[config.mk]
export PLATFORM = sky130hd
export DESIGN_NAME = keypad_number_entry
export DESIGN_NICKNAME = d
export VERILOG_FILES = /design/src/rtl/core/kne_pkg.sv /design/src/rtl/core/kne_queue.sv /design/src/rtl/core/kne_front.sv /design/src/rtl/core/kne_back.sv /design/src/rtl/core/keypad_number_entry.sv
export VERILOG_INCLUDE_DIRS = /design/src /design/src/rtl/core
export SDC_FILE = /design/constraint.sdc
export NUM_CORES = 1
export LEC_CHECK = 0
export ABC_AREA = 1
export BUFFER_PORTS_ARGS = -buffer_cell sky130_fd_sc_hd__buf_2
export CORE_ASPECT_RATIO = 2
export CORE_MARGIN = 2
export CORE_UTILIZATION = 56
export CTS_BUF_LIST = sky130_fd_sc_hd__clkbuf_16
export DETAILED_ROUTE_END_ITERATION = 6
export PLACE_DENSITY = 0.75
export SLEW_MARGIN = 20
export SYNTH_ARGS = -nofsm -noshare
export SYNTH_HDL_FRONTEND = slang
export SYNTH_SLANG_ARGS = --single-unit
[constraint.sdc]
create_clock -name clk -period 6 [get_ports clk]
set_clock_uncertainty 0.1 [all_clocks]
set_input_delay 1.2 -clock clk [delete_from_list [all_inputs] [get_ports clk]]
set_output_delay 1.2 -clock clk [all_outputs]
set_load 0.1 [all_outputs]
[src/rtl/core/keypad_number_entry_defines.svh]
// assertion macros shared by the keypad number entry rtl
`ifndef KEYPAD_NUMBER_ENTRY_DEFINES_SVH
`define KEYPAD_NUMBER_ENTRY_DEFINES_SVH

`ifndef NO_ASSERTIONS

// same-cycle implication, disabled in reset
`define KNE_ASSERT_IMPL(label, clk, rst, ante, cons) \
  label: assert property (@(posedge clk) disable iff (rst) (ante) |-> (cons)) \
    else $error("assertion failed");

// next-cycle implication, disabled in reset
`define KNE_ASSERT_NEXT(label, clk, rst, ante, cons) \
  label: assert property (@(posedge clk) disable iff (rst) (ante) |=> (cons)) \
    else $error("assertion failed");

`else

`define KNE_ASSERT_IMPL(label, clk, rst, ante, cons)
`define KNE_ASSERT_NEXT(label, clk, rst, ante, cons)

`endif

`endif

[src/rtl/core/kne_pkg.sv]
// shared types, constants and key layout for the keypad number entry block
package kne_pkg;

  localparam logic [3:0] COLS_ALL_HIGH = 4'hF;
  localparam int unsigned KNE_MAX_DIGITS = 9;
  localparam logic [3:0] MAX_DIGITS_RESET = 4'd9;
  localparam logic [3:0] DIGIT_LIMIT_MAX = 4'd9;
  localparam logic [3:0] DIGIT_LIMIT_MIN = 4'd1;
  localparam int unsigned KNE_QDEPTH = 4;
  localparam int unsigned KNE_QPTR_W = $clog2(KNE_QDEPTH);
  localparam int unsigned NUMBER_W = 30;

  typedef enum logic [1:0] {
    PH_IDLE = 2'd0,
    PH_SCAN = 2'd1,
    PH_WAIT = 2'd2
  } phase_t;

  typedef enum logic [2:0] {
    CMD_NONE   = 3'd0,
    CMD_DIGIT  = 3'd1,
    CMD_ERASE  = 3'd2,
    CMD_EQUALS = 3'd3,
    CMD_CANCEL = 3'd4,
    CMD_ALT    = 3'd5
  } cmd_kind_t;

  typedef enum logic [2:0] {
    EV_NONE   = 3'd0,
    EV_DIGIT  = 3'd1,
    EV_ERASE  = 3'd2,
    EV_DONE   = 3'd3,
    EV_CANCEL = 3'd4,
    EV_ALT    = 3'd5
  } event_t;

  typedef struct packed {
    cmd_kind_t  kind;
    logic [3:0] digit;
  } key_t;

  // one classified tick passed from the scanner to the number builder
  typedef struct packed {
    logic [3:0] row_drive;
    key_t       key;
  } cmd_t;

  function automatic logic [1:0] lowest_low(input logic [3:0] cols);
    logic [1:0] c;
    c = 2'd0;
    if (!cols[0]) c = 2'd0;
    else if (!cols[1]) c = 2'd1;
    else if (!cols[2]) c = 2'd2;
    else if (!cols[3]) c = 2'd3;
    return c;
  endfunction

  // layout: 7 8 9 /  |  4 5 6 >  |  1 2 3 <  |  - 0 = B
  function automatic key_t key_map(input logic [1:0] row, input logic [1:0] col);
    key_t k;
    k.kind = CMD_NONE;
    k.digit = 4'd0;
    case ({row, col})
      4'h0: begin k.kind = CMD_DIGIT; k.digit = 4'd7; end
      4'h1: begin k.kind = CMD_DIGIT; k.digit = 4'd8; end
      4'h2: begin k.kind = CMD_DIGIT; k.digit = 4'd9; end
      4'h3: k.kind = CMD_CANCEL;
      4'h4: begin k.kind = CMD_DIGIT; k.digit = 4'd4; end
      4'h5: begin k.kind = CMD_DIGIT; k.digit = 4'd5; end
      4'h6: begin k.kind = CMD_DIGIT; k.digit = 4'd6; end
      4'h8: begin k.kind = CMD_DIGIT; k.digit = 4'd1; end
      4'h9: begin k.kind = CMD_DIGIT; k.digit = 4'd2; end
      4'hA: begin k.kind = CMD_DIGIT; k.digit = 4'd3; end
      4'hC: k.kind = CMD_ALT;
      4'hD: begin k.kind = CMD_DIGIT; k.digit = 4'd0; end
      4'hE: k.kind = CMD_EQUALS;
      4'hF: k.kind = CMD_ERASE;
      default: k.kind = CMD_NONE;
    endcase
    return k;
  endfunction

endpackage

[src/rtl/core/kne_queue.sv]
// short command queue between the scanner and the number builder
`include "keypad_number_entry_defines.svh"
module kne_queue
  import kne_pkg::*;
(
  input  logic clk,
  input  logic rst,
  input  logic in_valid,
  output logic in_ready,
  input  cmd_t in_data,
  output logic out_valid,
  input  logic out_ready,
  output cmd_t out_data
);

  cmd_t mem [0:KNE_QDEPTH-1];
  logic [KNE_QPTR_W-1:0] wr_ptr;
  logic [KNE_QPTR_W-1:0] rd_ptr;
  logic [KNE_QPTR_W:0]   fill;
  logic push;
  logic pop;

  assign in_ready  = (fill != (KNE_QPTR_W+1)'(KNE_QDEPTH));
  assign out_valid = (fill != '0);
  assign push = in_valid && in_ready;
  assign pop  = out_valid && out_ready;
  assign out_data = mem[rd_ptr];

  always_ff @(posedge clk) begin
    if (push) begin
      mem[wr_ptr] <= in_data;
    end
  end

  always_ff @(posedge clk) begin
    if (rst) begin
      wr_ptr <= '0;
      rd_ptr <= '0;
      fill   <= '0;
    end else begin
      if (push) wr_ptr <= wr_ptr + 1'b1;
      if (pop) rd_ptr <= rd_ptr + 1'b1;
      if (push && !pop) fill <= fill + 1'b1;
      else if (pop && !push) fill <= fill - 1'b1;
    end
  end

  `KNE_ASSERT_IMPL(a_fill_bound, clk, rst, 1'b1, fill <= (KNE_QPTR_W+1)'(KNE_QDEPTH))
  `KNE_ASSERT_NEXT(a_fill_up, clk, rst, push && !pop, fill == $past(fill) + 1'b1)

endmodule

[src/rtl/core/kne_front.sv]
// row scanner: takes column beats, drives rows and classifies released keys
`include "keypad_number_entry_defines.svh"
module kne_front
  import kne_pkg::*;
(
  input  logic       clk,
  input  logic       rst,
  input  logic       in_valid,
  input  logic [3:0] col_levels,
  input  logic       q_ready,
  output logic       in_ready,
  output logic       q_valid,
  output cmd_t       cmd
);

  phase_t     phase;
  phase_t     phase_next;
  logic [1:0] scan_row;
  logic [1:0] scan_row_next;
  logic [1:0] held_row;
  logic [1:0] held_row_next;
  logic [1:0] held_col;
  logic [1:0] held_col_next;
  logic       accept;
  logic       any_low;

  assign in_ready = q_ready;
  assign q_valid  = in_valid;
  assign accept   = in_valid && q_ready;
  assign any_low  = (col_levels != COLS_ALL_HIGH);

  always_comb begin
    phase_next    = phase;
    scan_row_next = scan_row;
    held_row_next = held_row;
    held_col_next = held_col;
    case (phase)
      PH_SCAN: begin
        if (any_low) begin
          held_row_next = scan_row;
          held_col_next = lowest_low(col_levels);
          phase_next    = PH_WAIT;
        end else if (scan_row == 2'd3) begin
          scan_row_next = 2'd0;
          phase_next    = PH_IDLE;
        end else begin
          scan_row_next = scan_row + 2'd1;
        end
      end
      PH_WAIT: begin
        if (!any_low) phase_next = PH_IDLE;
      end
      default: begin
        phase_next = PH_IDLE;
        if (any_low) begin
          scan_row_next = 2'd0;
          phase_next    = PH_SCAN;
        end
      end
    endcase
  end

  always_comb begin
    cmd.row_drive = 4'd0;
    cmd.key.kind  = CMD_NONE;
    cmd.key.digit = 4'd0;
    case (phase)
      PH_SCAN: cmd.row_drive = ~(4'd1 << scan_row);
      PH_WAIT: begin
        // key acts on release
        if (!any_low) cmd.key = key_map(held_row, held_col);
      end
      default: cmd.row_drive = 4'd0;
    endcase
  end

  always_ff @(posedge clk) begin
    if (rst) begin
      phase    <= PH_IDLE;
      scan_row <= 2'd0;
      held_row <= 2'd0;
      held_col <= 2'd0;
    end else if (accept) begin
      phase    <= phase_next;
      scan_row <= scan_row_next;
      held_row <= held_row_next;
      held_col <= held_col_next;
    end
  end

  `KNE_ASSERT_IMPL(a_scan_one_row, clk, rst, phase == PH_SCAN, $onehot(~cmd.row_drive))

endmodule

[src/rtl/core/kne_back.sv]
// number builder: applies key commands and holds the result register
`include "keypad_number_entry_defines.svh"
module kne_back
  import kne_pkg::*;
(
  input  logic                clk,
  input  logic                rst,
  input  logic                cfg_we,
  input  logic [3:0]          cfg_wdata,
  input  logic                q_valid,
  output logic                q_ready,
  input  cmd_t                cmd,
  output logic                out_valid,
  input  logic                out_ready,
  output logic [3:0]          row_drive,
  output event_t              event_res,
  output logic [3:0]          digit,
  output logic [NUMBER_W-1:0] number,
  output logic [3:0]          digit_count
);

  logic [3:0]          max_digits;
  logic [3:0]          limit;
  logic [NUMBER_W-1:0] acc;
  logic [NUMBER_W-1:0] acc_next;
  logic [3:0]          count;
  logic [3:0]          count_next;
  // number held before each appended digit, indexed by digit position
  logic [NUMBER_W-1:0] prefix [0:KNE_MAX_DIGITS-1];
  logic                push_prefix;
  logic [NUMBER_W-1:0] acc_ten;
  logic                pop;
  event_t              ev;
  logic [3:0]          dig;
  logic [NUMBER_W-1:0] num_out;
  logic [3:0]          cnt_out;

  assign q_ready = !out_valid || out_ready;
  assign pop     = q_valid && q_ready;
  assign acc_ten = {acc[NUMBER_W-4:0], 3'b000} + {acc[NUMBER_W-2:0], 1'b0};

  always_comb begin
    if (max_digits == 4'd0) limit = DIGIT_LIMIT_MIN;
    else if (max_digits > DIGIT_LIMIT_MAX) limit = DIGIT_LIMIT_MAX;
    else limit = max_digits;
  end

  always_comb begin
    acc_next    = acc;
    count_next  = count;
    push_prefix = 1'b0;
    ev          = EV_NONE;
    dig         = 4'd0;
    case (cmd.key.kind)
      CMD_DIGIT: begin
        if (count < limit) begin
          push_prefix = 1'b1;
          dig         = cmd.key.digit;
          acc_next    = acc_ten + {{(NUMBER_W-4){1'b0}}, cmd.key.digit};
          count_next  = count + 4'd1;
          ev          = EV_DIGIT;
        end
      end
      CMD_ERASE: begin
        if (count != 4'd0) begin
          acc_next   = prefix[count - 4'd1];
          count_next = count - 4'd1;
          ev         = EV_ERASE;
        end
      end
      CMD_EQUALS: begin
        if (count != 4'd0) ev = EV_DONE;
      end
      CMD_CANCEL: ev = EV_CANCEL;
      CMD_ALT:    ev = EV_ALT;
      default:    ev = EV_NONE;
    endcase
    num_out = acc_next;
    cnt_out = count_next;
    if (ev == EV_CANCEL || ev == EV_ALT) begin
      num_out = '0;
      cnt_out = 4'd0;
    end
    if (ev == EV_DONE || ev == EV_CANCEL || ev == EV_ALT) begin
      acc_next   = '0;
      count_next = 4'd0;
    end
  end

  always_ff @(posedge clk) begin
    if (pop && push_prefix) begin
      prefix[count] <= acc;
    end
  end

  always_ff @(posedge clk) begin
    if (pop) begin
      row_drive   <= cmd.row_drive;
      event_res   <= ev;
      digit       <= dig;
      number      <= num_out;
      digit_count <= cnt_out;
    end
  end

  always_ff @(posedge clk) begin
    if (rst) begin
      max_digits <= MAX_DIGITS_RESET;
      acc        <= '0;
      count      <= 4'd0;
      out_valid  <= 1'b0;
    end else begin
      if (cfg_we) max_digits <= cfg_wdata;
      if (pop) begin
        acc   <= acc_next;
        count <= count_next;
      end
      if (pop) out_valid <= 1'b1;
      else if (out_ready) out_valid <= 1'b0;
    end
  end

  `KNE_ASSERT_IMPL(a_count_bound, clk, rst, 1'b1, count <= 4'(KNE_MAX_DIGITS))
  `KNE_ASSERT_NEXT(a_abort_clears, clk, rst, pop && (ev == EV_CANCEL || ev == EV_ALT),
                   acc == '0 && count == 4'd0 && number == '0)

endmodule

[src/rtl/core/keypad_number_entry.sv]
// keypad number entry: a column beat is queued, then its result beat is registered in the builder
// throughput one beat per cycle unless the queue is full; a 4-entry command queue absorbs output stalls
// the scanner advances only on accepted beats, the builder only on queue pops
// synchronous reset: scanner idle, number and digit count cleared, queue
// emptied, max_digits back to 9
module keypad_number_entry
  import kne_pkg::*;
(
  input  logic        clk,
  input  logic        rst,
  input  logic        cfg_we,
  input  logic [3:0]  cfg_wdata,
  input  logic        s_tvalid,
  output logic        s_tready,
  input  logic [7:0]  s_tdata,   // col_levels[3:0]
  output logic        m_tvalid,
  input  logic        m_tready,
  output logic [47:0] m_tdata,   // row_drive[3:0] digit[7:4] number[37:8] digit_count[41:38]
  output logic [2:0]  m_tuser    // event_res[2:0]
);

  logic                f_valid;
  logic                f_ready;
  cmd_t                f_cmd;
  logic                b_valid;
  logic                b_ready;
  cmd_t                b_cmd;
  logic [3:0]          row_drive;
  event_t              event_res;
  logic [3:0]          digit;
  logic [NUMBER_W-1:0] number;
  logic [3:0]          digit_count;

  kne_front u_front (
    .clk        (clk),
    .rst        (rst),
    .in_valid   (s_tvalid),
    .col_levels (s_tdata[3:0]),
    .q_ready    (f_ready),
    .in_ready   (s_tready),
    .q_valid    (f_valid),
    .cmd        (f_cmd)
  );

  kne_queue u_queue (
    .clk       (clk),
    .rst       (rst),
    .in_valid  (f_valid),
    .in_ready  (f_ready),
    .in_data   (f_cmd),
    .out_valid (b_valid),
    .out_ready (b_ready),
    .out_data  (b_cmd)
  );

  kne_back u_back (
    .clk         (clk),
    .rst         (rst),
    .cfg_we      (cfg_we),
    .cfg_wdata   (cfg_wdata),
    .q_valid     (b_valid),
    .q_ready     (b_ready),
    .cmd         (b_cmd),
    .out_valid   (m_tvalid),
    .out_ready   (m_tready),
    .row_drive   (row_drive),
    .event_res   (event_res),
    .digit       (digit),
    .number      (number),
    .digit_count (digit_count)
  );

  assign m_tdata = {6'd0, digit_count, number, digit, row_drive};
  assign m_tuser = event_res;

endmodule

### After elaboration in Yosys (flattened, before gate mapping)

Memories as Yosys holds them, arrays and structs flattened. A register that Yosys moved wholly into a read port is not among the register bits.
Index checks and enable logic that the tools add are counted.

* add/sub/neg operators: 9
* $mul: 0
* divide/modulo/power cells: 0
* order comparisons: 2
* equal/unequal tests: 29
* shift-type cells: 1
* multiplexer cells: 44
* bitwise operators: 2
* reductions and logical operators: 24

Operator list (number)
* $mux W30: 3
* $pmux W30 S2: 1
* $pmux W4 S9: 1
* $add A30 B30 Y30: 1
* $add A30 B4 Y30: 1
* $pmux W3 S5: 2
* $eq A4 B4 Y1 const B: 7
* $mux W2: 14
* $mux W4: 6
* $mux W7: 2
* $eq A3 B3 Y1 const B: 4
* $eq A4 B3 Y1 const B: 3
* $mux W1: 10
* $reduce_or A10 Y1: 1
* $eq A3 B2 Y1 const B: 3
* $eq A4 B2 Y1 const B: 2
* $logic_not A4 Y1: 2
* $pmux W2 S2: 2
* $pmux W4 S2: 1
* $add A2 B1 Y2 const B: 3
* $mux W3: 2
* $reduce_and A3 Y1: 2
* $reduce_bool A2 Y1: 3
* $logic_and A1 B1 Y1: 5
* 23 further kinds: 30

* register bits: 99
* latch bits: 0
* memory bits (writable): 314
* memory bits (read-only): 0
* input bits: 17
* output and inout port bits: 53
* word-level logic and storage cells: 129
* memories: 2

Memory list
* u_back.prefix: depth 9, bits a word 30, rd ports 1, clocked after Yosys merged registers in 0, write ports 1, line kne_back.sv:29 `logic [NUMBER_W-1:0] prefix [0:KNE_MAX_DIGITS-1];`
* u_queue.mem: depth 4, bits a word 11, rd ports 1, clocked after Yosys merged registers in 1, write ports 1, line kne_queue.sv:16 `cmd_t mem [0:KNE_QDEPTH-1];`

### Longest topological paths before layout

Gate-level depths: netlist of run 1.

* depth after elaboration: 10
* mapped depth: 22

### Hierarchy

From an unflattened synthesis of run 1, not the netlist that was laid out.

* cells, all modules: 2078
* area, all modules: 20061.7 um2

By module, submodules not included
* kne_back: times used 1, cells an instance 1792, area an instance 17182.7 um2, sequential area each 10239.8 um2
* kne_queue: times used 1, cells an instance 175, area an instance 2145.8 um2, sequential area each 1501.4 um2
* kne_front: times used 1, cells an instance 104, area an instance 684.4 um2, sequential area each 160.2 um2
* keypad_number_entry: times used 1, cells an instance 7, area an instance 48.8 um2, sequential area each 0.0 um2

### Least setup slack after synthesis of run 1

OpenSTA, ideal clock, no wires.

* path type: input port to flip-flop
* start: input port m_tready
* end: memory u_back.prefix[4][0], enable pin
* arrival: 5321 ps
* data required time: 5445 ps
* setup slack: 124 ps
* stages: 4
* cells stage by stage: nor2_1 > a31oi_2 > nand2_2 > nor3_1

* longest elaborated chain between the ends: 5

Ends and longest elaborated chain
* start: declaration: line keypad_number_entry.sv:17 `input logic m_tready,`
* $logic_or A1 B1 Y1: line kne_back.sv:38 `assign q_ready = !out_valid || out_ready;`
* $logic_and A1 B1 Y1: line kne_back.sv:39 `assign pop = q_valid && q_ready;`
* via u_back.pop: line kne_back.sv:32 `logic pop;`
* $logic_and A1 B1 Y1: line kne_back.sv:91 `if (pop && push_prefix) begin`
* $mux W1: line kne_back.sv:91
* $mux W1 (implied by the code): line kne_back.sv:92 `prefix[count] <= acc;`
* end: declaration: line kne_back.sv:29

The timed path passes the listed nets, and every way through them passes these cells.

==> results.py, run 1 <==
metrics = {
    "outcome": {
        "status": "finished, final reports clean",
    },
    "cells_and_area": {
        "drive_above_1_share": 0.0881,
        "syn_to_layout_area_delta_pct": 9.79,
        "final_cell_area_sq_um": 21600,
        "nNetsFinal": 2131,
        "diodes": 0,
    },
    "yosys": {
        "synthFlopType": "sky130_fd_sc_hd__edfxtp_1",
        "synth_area_per_cell_sq_um": 9.81,
        "netlist_instances": 2005,
        "most_common_cell_in_the_synthesized_netlist": "sky130_fd_sc_hd__nand2_1",
        "async_flop_share": 0,
        "synth.lib_cells_used.distinct": 48,
        "synth_commonest_cells": "sky130_fd_sc_hd__nand2_1 (561), sky130_fd_sc_hd__edfxtp_1 (359), sky130_fd_sc_hd__nand3_1 (240), sky130_fd_sc_hd__inv_1 (175), sky130_fd_sc_hd__nor2_1 (128)",
        "synth_sequential_area_ratio": 0.605,
        "netlist_area_sq_um": 19700,
        "number_of_enable_flip_flop_cells_after_synthesis": 359,
        "synthTopCellsByArea": "sky130_fd_sc_hd__edfxtp_1 (55%), sky130_fd_sc_hd__nand2_1 (11%), sky130_fd_sc_hd__nand3_1 (6.1%), sky130_fd_sc_hd__dfxtp_1 (5.7%), sky130_fd_sc_hd__ha_1 (4.6%)",
        "yosys_warnings": 0,
        "number_of_storage_elements_in_the_synthesis_netlist": 415,
        "yosys.area.top_type": "sky130_fd_sc_hd__edfxtp_1",
        "netlist.area_leader.share": 0.548,
    },
    "floorplanning": {
        "die_width_um": 137,
        "io_pins": 70,
        "core_region_area_sq_um": 34800,
        "die_area_sq_um": 36700,
        "initial_core_util": 0.565,
        "floorplan.die.height_um": 269,
        "num_rows": 97,
    },
    "min_path": {
        "holdCritPathClass": "reg2reg",
    },
    "routing": {
        "wirelength_mm": 52.3,
        "via_per_inst": 5.94,
        "drt_pre_antenna_iters": 7,
        "post-route-drc-count": 0,
        "antenna_violating_nets_post_route": 0,
        "drt-initial-drc-count": 1410,
        "vias": 14900,
        "routedWlPerCell_um": 20.8,
    },
    "setup_path": {
        "worstSetupPathType": "reg2reg",
        "cp_max_fo": 12,
        "critical_path_required_ns": 6.14,
        "worst_setup_path_end_kind": "flip-flop",
        "cp-start-kind": "flip-flop",
        "crit_arrival_ns": 4.48,
    },
    "global_routing": {
        "first_pass_grt_wire_length_mm": 79.4,
        "groute.usage.overall": 0.288,
        "via_count_of_the_first_global_routing_pass": 15000,
        "maximum_number_of_pins_on_one_net_before_global_route_repair": 87,
        "grt_overflow_total": 0,
        "antenna_found_initial": 0,
    },
    "flow_run": {
        "timing.max_cap.violations": 0,
    },
    "sta": {
        "timing.max_slew.rel_slack": 0.298,
        "unrepaired_setup_endpoints_after_global_routing": "false",
        "actual_transition_at_the_worst_max_transition_pin_ns": 1.04,
        "setup_viol": 0,
        "maxClockFrequency_mhz": 231,
        "final.min_clock_period_ns": 4.34,
        "final_slew_violations": 0,
        "timing.setup.tns_ns": 0,
        "fin_crit_sh": 0.723,
        "final-hold-violation-count": 0,
    },
    "clock_network": {
        "cts_hold_buf": 0,
        "cts.path.max_buffers": 3,
        "cts_tree": "yes",
        "clkTransAtPathRegs_ns": 0.07,
        "cts.sink_count": 415,
        "cell_chosen_for_the_clock_root": "sky130_fd_sc_hd__clkbuf_16",
        "cts_post_setup_buffers_inserted": 0,
        "clock_buffer_count_from_cts": 36,
        "cts_repair_resize_count": 0,
        "clk-insertion-delay-late_ns": 0.55,
        "cts_htree_levels": 2,
    },
    "power_and_ir_drop": {
        "power.density_nw_per_um2": 446,
        "total_leakage_power_nw": 8.62,
        "worst_ir_drop_vdd_mv": 0.395,
    },
    "placement": {
        "dp.final_hpwl_mm": 34.8,
        "dpl_cell_area_sq_um": 20400,
        "gp_congestion": 0.978,
        "place.port_buffers": 59,
    },
}
[worst max-delay path, cell delays in order, from the launching register on]
cell	delay (ns)
sky130_fd_sc_hd__dfxtp_1	0.65
sky130_fd_sc_hd__inv_1	0.38
sky130_fd_sc_hd__a32o_1	0.41
sky130_fd_sc_hd__fa_1	0.56
sky130_fd_sc_hd__inv_1	0.07
sky130_fd_sc_hd__fa_1	0.44
sky130_fd_sc_hd__nand3_1	0.10
sky130_fd_sc_hd__nand3_1	0.19
sky130_fd_sc_hd__nand2_1	0.12
sky130_fd_sc_hd__nand3_1	0.15
sky130_fd_sc_hd__nand2_1	0.10
sky130_fd_sc_hd__nand2_1	0.09
sky130_fd_sc_hd__or2_2	0.28
sky130_fd_sc_hd__nand3_1	0.25
sky130_fd_sc_hd__a31oi_1	0.14
[path summary, 6_finish.rpt]
| check | from | endpoint | slack [ns] | cells past startpoint |
|---|---|---|---|---|
| worst max-delay path | flip-flop | u_back.number[18] | 1.66 | 14 |
| worst min-delay path | u_queue.rd_ptr[1] | u_queue.rd_ptr[1] | 0.37 | 2 |
| worst max register to register | flip-flop | u_back.number[18] | 1.66 | 14 |
| worst min register to register | u_queue.rd_ptr[1] | u_queue.rd_ptr[1] | 0.37 | 2 |
[cells in the final DEF (no fill, tap or decap), drive strengths merged, types with 7 or more instances in the layout]
master / instances
clkinv: 15
xnor2: 10
o221ai: 8
o22ai: 7
o211ai: 26
dfxtp: 56
a31oi: 11
a21oi: 108
nand3: 244
inv: 189
buf: 82
nor3: 12
ha: 72
o21ai: 65
a22oi: 12
nand2: 564
clkbuf: 37
nand4: 10
nor2: 129
edfxtp: 359
[flip-flops by register name, summed over array words and instances, names as in the netlist, 3 cells and up, named ones only]
| register | flops |
|---|---|
| u_back.prefix | 270 |
| u_queue.mem | 44 |
| u_back.acc | 30 |
| u_back.number | 30 |
| u_back.count | 4 |
| u_back.digit | 4 |
| u_back.digit_count | 4 |
| u_back.max_digits | 4 |
| u_back.row_drive | 4 |
| u_back.event_res | 3 |
| u_queue.fill | 3 |
[power breakdown]
part	switching, mW	internal [mW]
Sequential	0.187	3.51
Combinational	2.89	0.633
Clock	1.05	1.35
Total	4.13	5.50
[metrics by stage]
step / setup slack [ns] / instances / utilization / hold WS [ns] / total power, mW
6_report: 1.66 / 2511 / 0.620 / 0.375 / 9.63
5_1_grt: 1.46 / 2511 / 0.620 / 0.400 / 9.99
4_1_cts: 1.66 / 2511 / 0.620 / 0.379 / 9.65
3_5_place_dp: 1.67 / 2446 / 0.585 / 0.363 / 7.26
3_3_place_gp: 1.79 / 2446 / 0.585 / 0.352 / 7.15
2_1_floorplan: 0.124 / 2010 / - / 0.336 / 6.40
[per-layer routing]
metal	share of wire	global-route usage
met3	0.060	0.0303
met2	0.53	0.520
met5	0	0
met4	0.073	0.205
met1	0.34	0.308
[cell type report]
class | instances | area [sq um]
multi-input combinational | 1319 | 6750
clock inverter | 28 | 290
fill | 2751 | 13200
sequential | 415 | 11900
inverter | 185 | 698
tap | 445 | 557
timing repair buffer | 82 | 468
clock buffer | 37 | 926
[logic make-up after synthesis]
logic type	count (synthesis)	synth area share
XOR/XNOR	12	0.00534
other	1	0.000191
AND/OR/NAND/NOR	977	0.210
buffers and inverters	276	0.0569
AO/OA/AOI/OAI	249	0.0733
flip-flops	415	0.605
adder cells (fa/ha/maj)	75	0.0489
Power figures use the tool's default switching activity.
==> run 2, diff against run 1 <==
Settings changed: CORE_UTILIZATION 56 to 60, PLACE_DENSITY 0.75 to 0.77.
Clock period 6 ns to 4.34 ns, I/O delays scaled along.
==> run 2 against run 1 <==
Compared with the run above:
- non-clock buffer count up 10
- die area down 6.5%
- sequential power up 38%
- clock power up 33%
- core utilization up 5.2 points
- critical path depth up 3
- sequential share of layout area down 0.13 points
- flip-flop and latch count unchanged
- design area up 0.23%
- total power up 38%
- critical path type unchanged
==> results.py, run 2 (synthesis results as in run 1) <==
metrics = {
    "clock_network": {
        "cts_htree_levels": 2,
        "clk-insertion-delay-late_ns": 0.54,
        "cts_post_setup_buffers_inserted": 0,
        "clkTransAtPathRegs_ns": 0.08,
        "cts_hold_buf": 0,
        "clock_buffer_count_from_cts": 36,
        "cell_chosen_for_the_clock_root": "sky130_fd_sc_hd__clkbuf_16",
        "cts.sink_count": 415,
        "cts_tree": "yes",
        "cts_repair_resize_count": 0,
        "cts.path.max_buffers": 3,
    },
    "routing": {
        "drt_pre_antenna_iters": 6,
        "via_per_inst": 5.91,
        "post-route-drc-count": 0,
        "vias": 14800,
        "antenna_violating_nets_post_route": 0,
        "routedWlPerCell_um": 20.5,
        "wirelength_mm": 51.2,
        "drt-initial-drc-count": 1614,
    },
    "sta": {
        "final_slew_violations": 0,
        "fin_worst_hold_slack_ns": 0.396,
        "final-hold-violation-count": 0,
        "timing.max_slew.rel_slack": 0.202,
        "timing.setup.tns_ns": 0,
        "setup_viol": 0,
        "maxClockFrequency_mhz": 267,
        "actual_transition_at_the_worst_max_transition_pin_ns": 1.19,
        "fin_crit_sh": 0.864,
        "final.min_clock_period_ns": 3.75,
        "unrepaired_setup_endpoints_after_global_routing": "false",
    },
    "cells_and_area": {
        "final-seq-area_sq_um": 11900,
        "mostFrequentLayoutCells": "sky130_fd_sc_hd__nand2_1 (560), sky130_fd_sc_hd__edfxtp_1 (359), sky130_fd_sc_hd__nand3_1 (240), sky130_fd_sc_hd__inv_1 (177), sky130_fd_sc_hd__nor2_1 (124)",
        "diodes": 0,
        "largest_register": "u_back.prefix",
        "multi_input_comb_area_sq_um": 6790,
        "nNetsFinal": 2141,
        "fill_cells": 2486,
        "reg.largest.list": "u_back.prefix (270), u_queue.mem (44)",
        "flip_flop_count_of_the_largest_register_all_copies_and_words_added": 270,
        "syn_to_layout_area_delta_pct": 10.0,
        "drive_above_1_share": 0.0896,
        "finish.utilization": 0.672,
        "commonest_non_fill_non_tap_cell_in_the_layout": "sky130_fd_sc_hd__nand2_1",
    },
    "setup_path": {
        "setup.worst_path.end": "u_back.number[18]",
        "crit_arrival_ns": 3.92,
        "worst_setup_path_end_kind": "flip-flop",
        "worst_path_max_delay_cell": "sky130_fd_sc_hd__fa_1",
        "worst-r2r-setup-slack_ns": 0.59,
        "cp-start-kind": "flip-flop",
        "crit-reg2reg-capture": "u_back.number[18]",
        "critical_path.max_stage_delay_ns": 0.50,
        "worstSetupPathType": "reg2reg",
        "timing.critical_path.cells": "inv_1 > buf_4 > nor2_1 > o21ai_0 > nand2_1 > ha_1 > ha_1 > fa_1 > nand3_1 > nand3_1 > nand2_1 > nand3_1 > nand2_1 > nand2_1 > or2_2 > nand3_1 > a31oi_1",
        "critical_path_required_ns": 4.51,
        "cp_max_fo": 7,
        "worst_r2r_path_depth": 17,
    },
    "floorplanning": {
        "num_rows": 93,
        "die_width_um": 132,
        "die_area_sq_um": 34300,
        "io_pins": 70,
        "floorplan.die.height_um": 260,
        "core_region_area_sq_um": 32200,
        "initial_core_util": 0.610,
    },
    "global_routing": {
        "groute.usage.overall": 0.299,
        "grt_overflow_total": 0,
        "first_pass_grt_wire_length_mm": 78.2,
        "via_count_of_the_first_global_routing_pass": 14400,
        "antenna_found_initial": 0,
        "maximum_number_of_pins_on_one_net_before_global_route_repair": 93,
    },
    "outcome": {
        "status": "finished, final reports clean",
    },
    "power_and_ir_drop": {
        "total_leakage_power_nw": 8.68,
        "power.density_nw_per_um2": 613,
        "worst_ir_drop_vdd_mv": 0.586,
    },
    "placement": {
        "gp_congestion": 0.938,
        "dp.final_hpwl_mm": 34.4,
        "place.port_buffers": 59,
    },
    "flow_run": {
        "timing.max_cap.violations": 0,
    },
    "min_path": {
        "holdCritPathClass": "reg2reg",
        "min_from": "u_queue.rd_ptr[1]",
    },
}
-- run 2: where the power goes --
| group | internal, mW | switching, mW |
|---|---|---|
| Combinational | 0.938 | 4.02 |
| Clock | 1.77 | 1.45 |
| Sequential | 4.86 | 0.247 |
| Total | 7.56 | 5.71 |
-- run 2: cell type report --
type / instances / area share
flip-flops and latches: 415 / 0.550
repair buffers: 92 / 0.0257
well taps: 427 / 0.0247
clock buffers: 36 / 0.0416
inverters: 185 / 0.0323
clock inverters: 29 / 0.0120
multi-input cells: 1319 / 0.314
-- run 2: critical path: cells and delay by family, from the launching register on --
family                     cells  cell delay (ns)
AOI/OAI and AO/OA              2             0.20
buffers and inverters          2             0.48
DFF                            1             0.33
and+or+nand+nor               10             1.39
adders and majority gates      3             0.97
-- run 2: metrics by stage --
| step | power [mW] | worst slack [ns] | cells | instance area, sq um |
|---|---|---|---|---|
| 2_1_floorplan | 8.86 | 0.206 | 2010 | 19700 |
| 3_3_place_gp | 9.99 | 0.649 | 2438 | 20500 |
| 3_5_place_dp | 10.1 | 0.597 | 2438 | 20500 |
| 4_1_cts | 13.3 | 0.591 | 2503 | 21600 |
| 5_1_grt | 13.8 | 0.370 | 2503 | 21600 |
| 6_report | 13.3 | 0.589 | 2503 | 21600 |
-- run 2: metal layers --
layer,up-vias,global-route usage,wire [um]
li1,6947,-,-
met1,7067,0.331,17800
met2,630,0.557,27500
met3,151,0.0327,3130
met4,0,0.164,2830
met5,-,0,0
-- run 2: how the worst min path moves through the flow --
stage / to / depth (start not counted)
after floorplan: flip-flop / 2
after global placement: flip-flop / 2
after detailed placement: u_queue.rd_ptr[1] / 2
after CTS: u_front.phase[1] / 2
after global routing: u_queue.rd_ptr[1] / 2
final: u_queue.rd_ptr[1] / 2
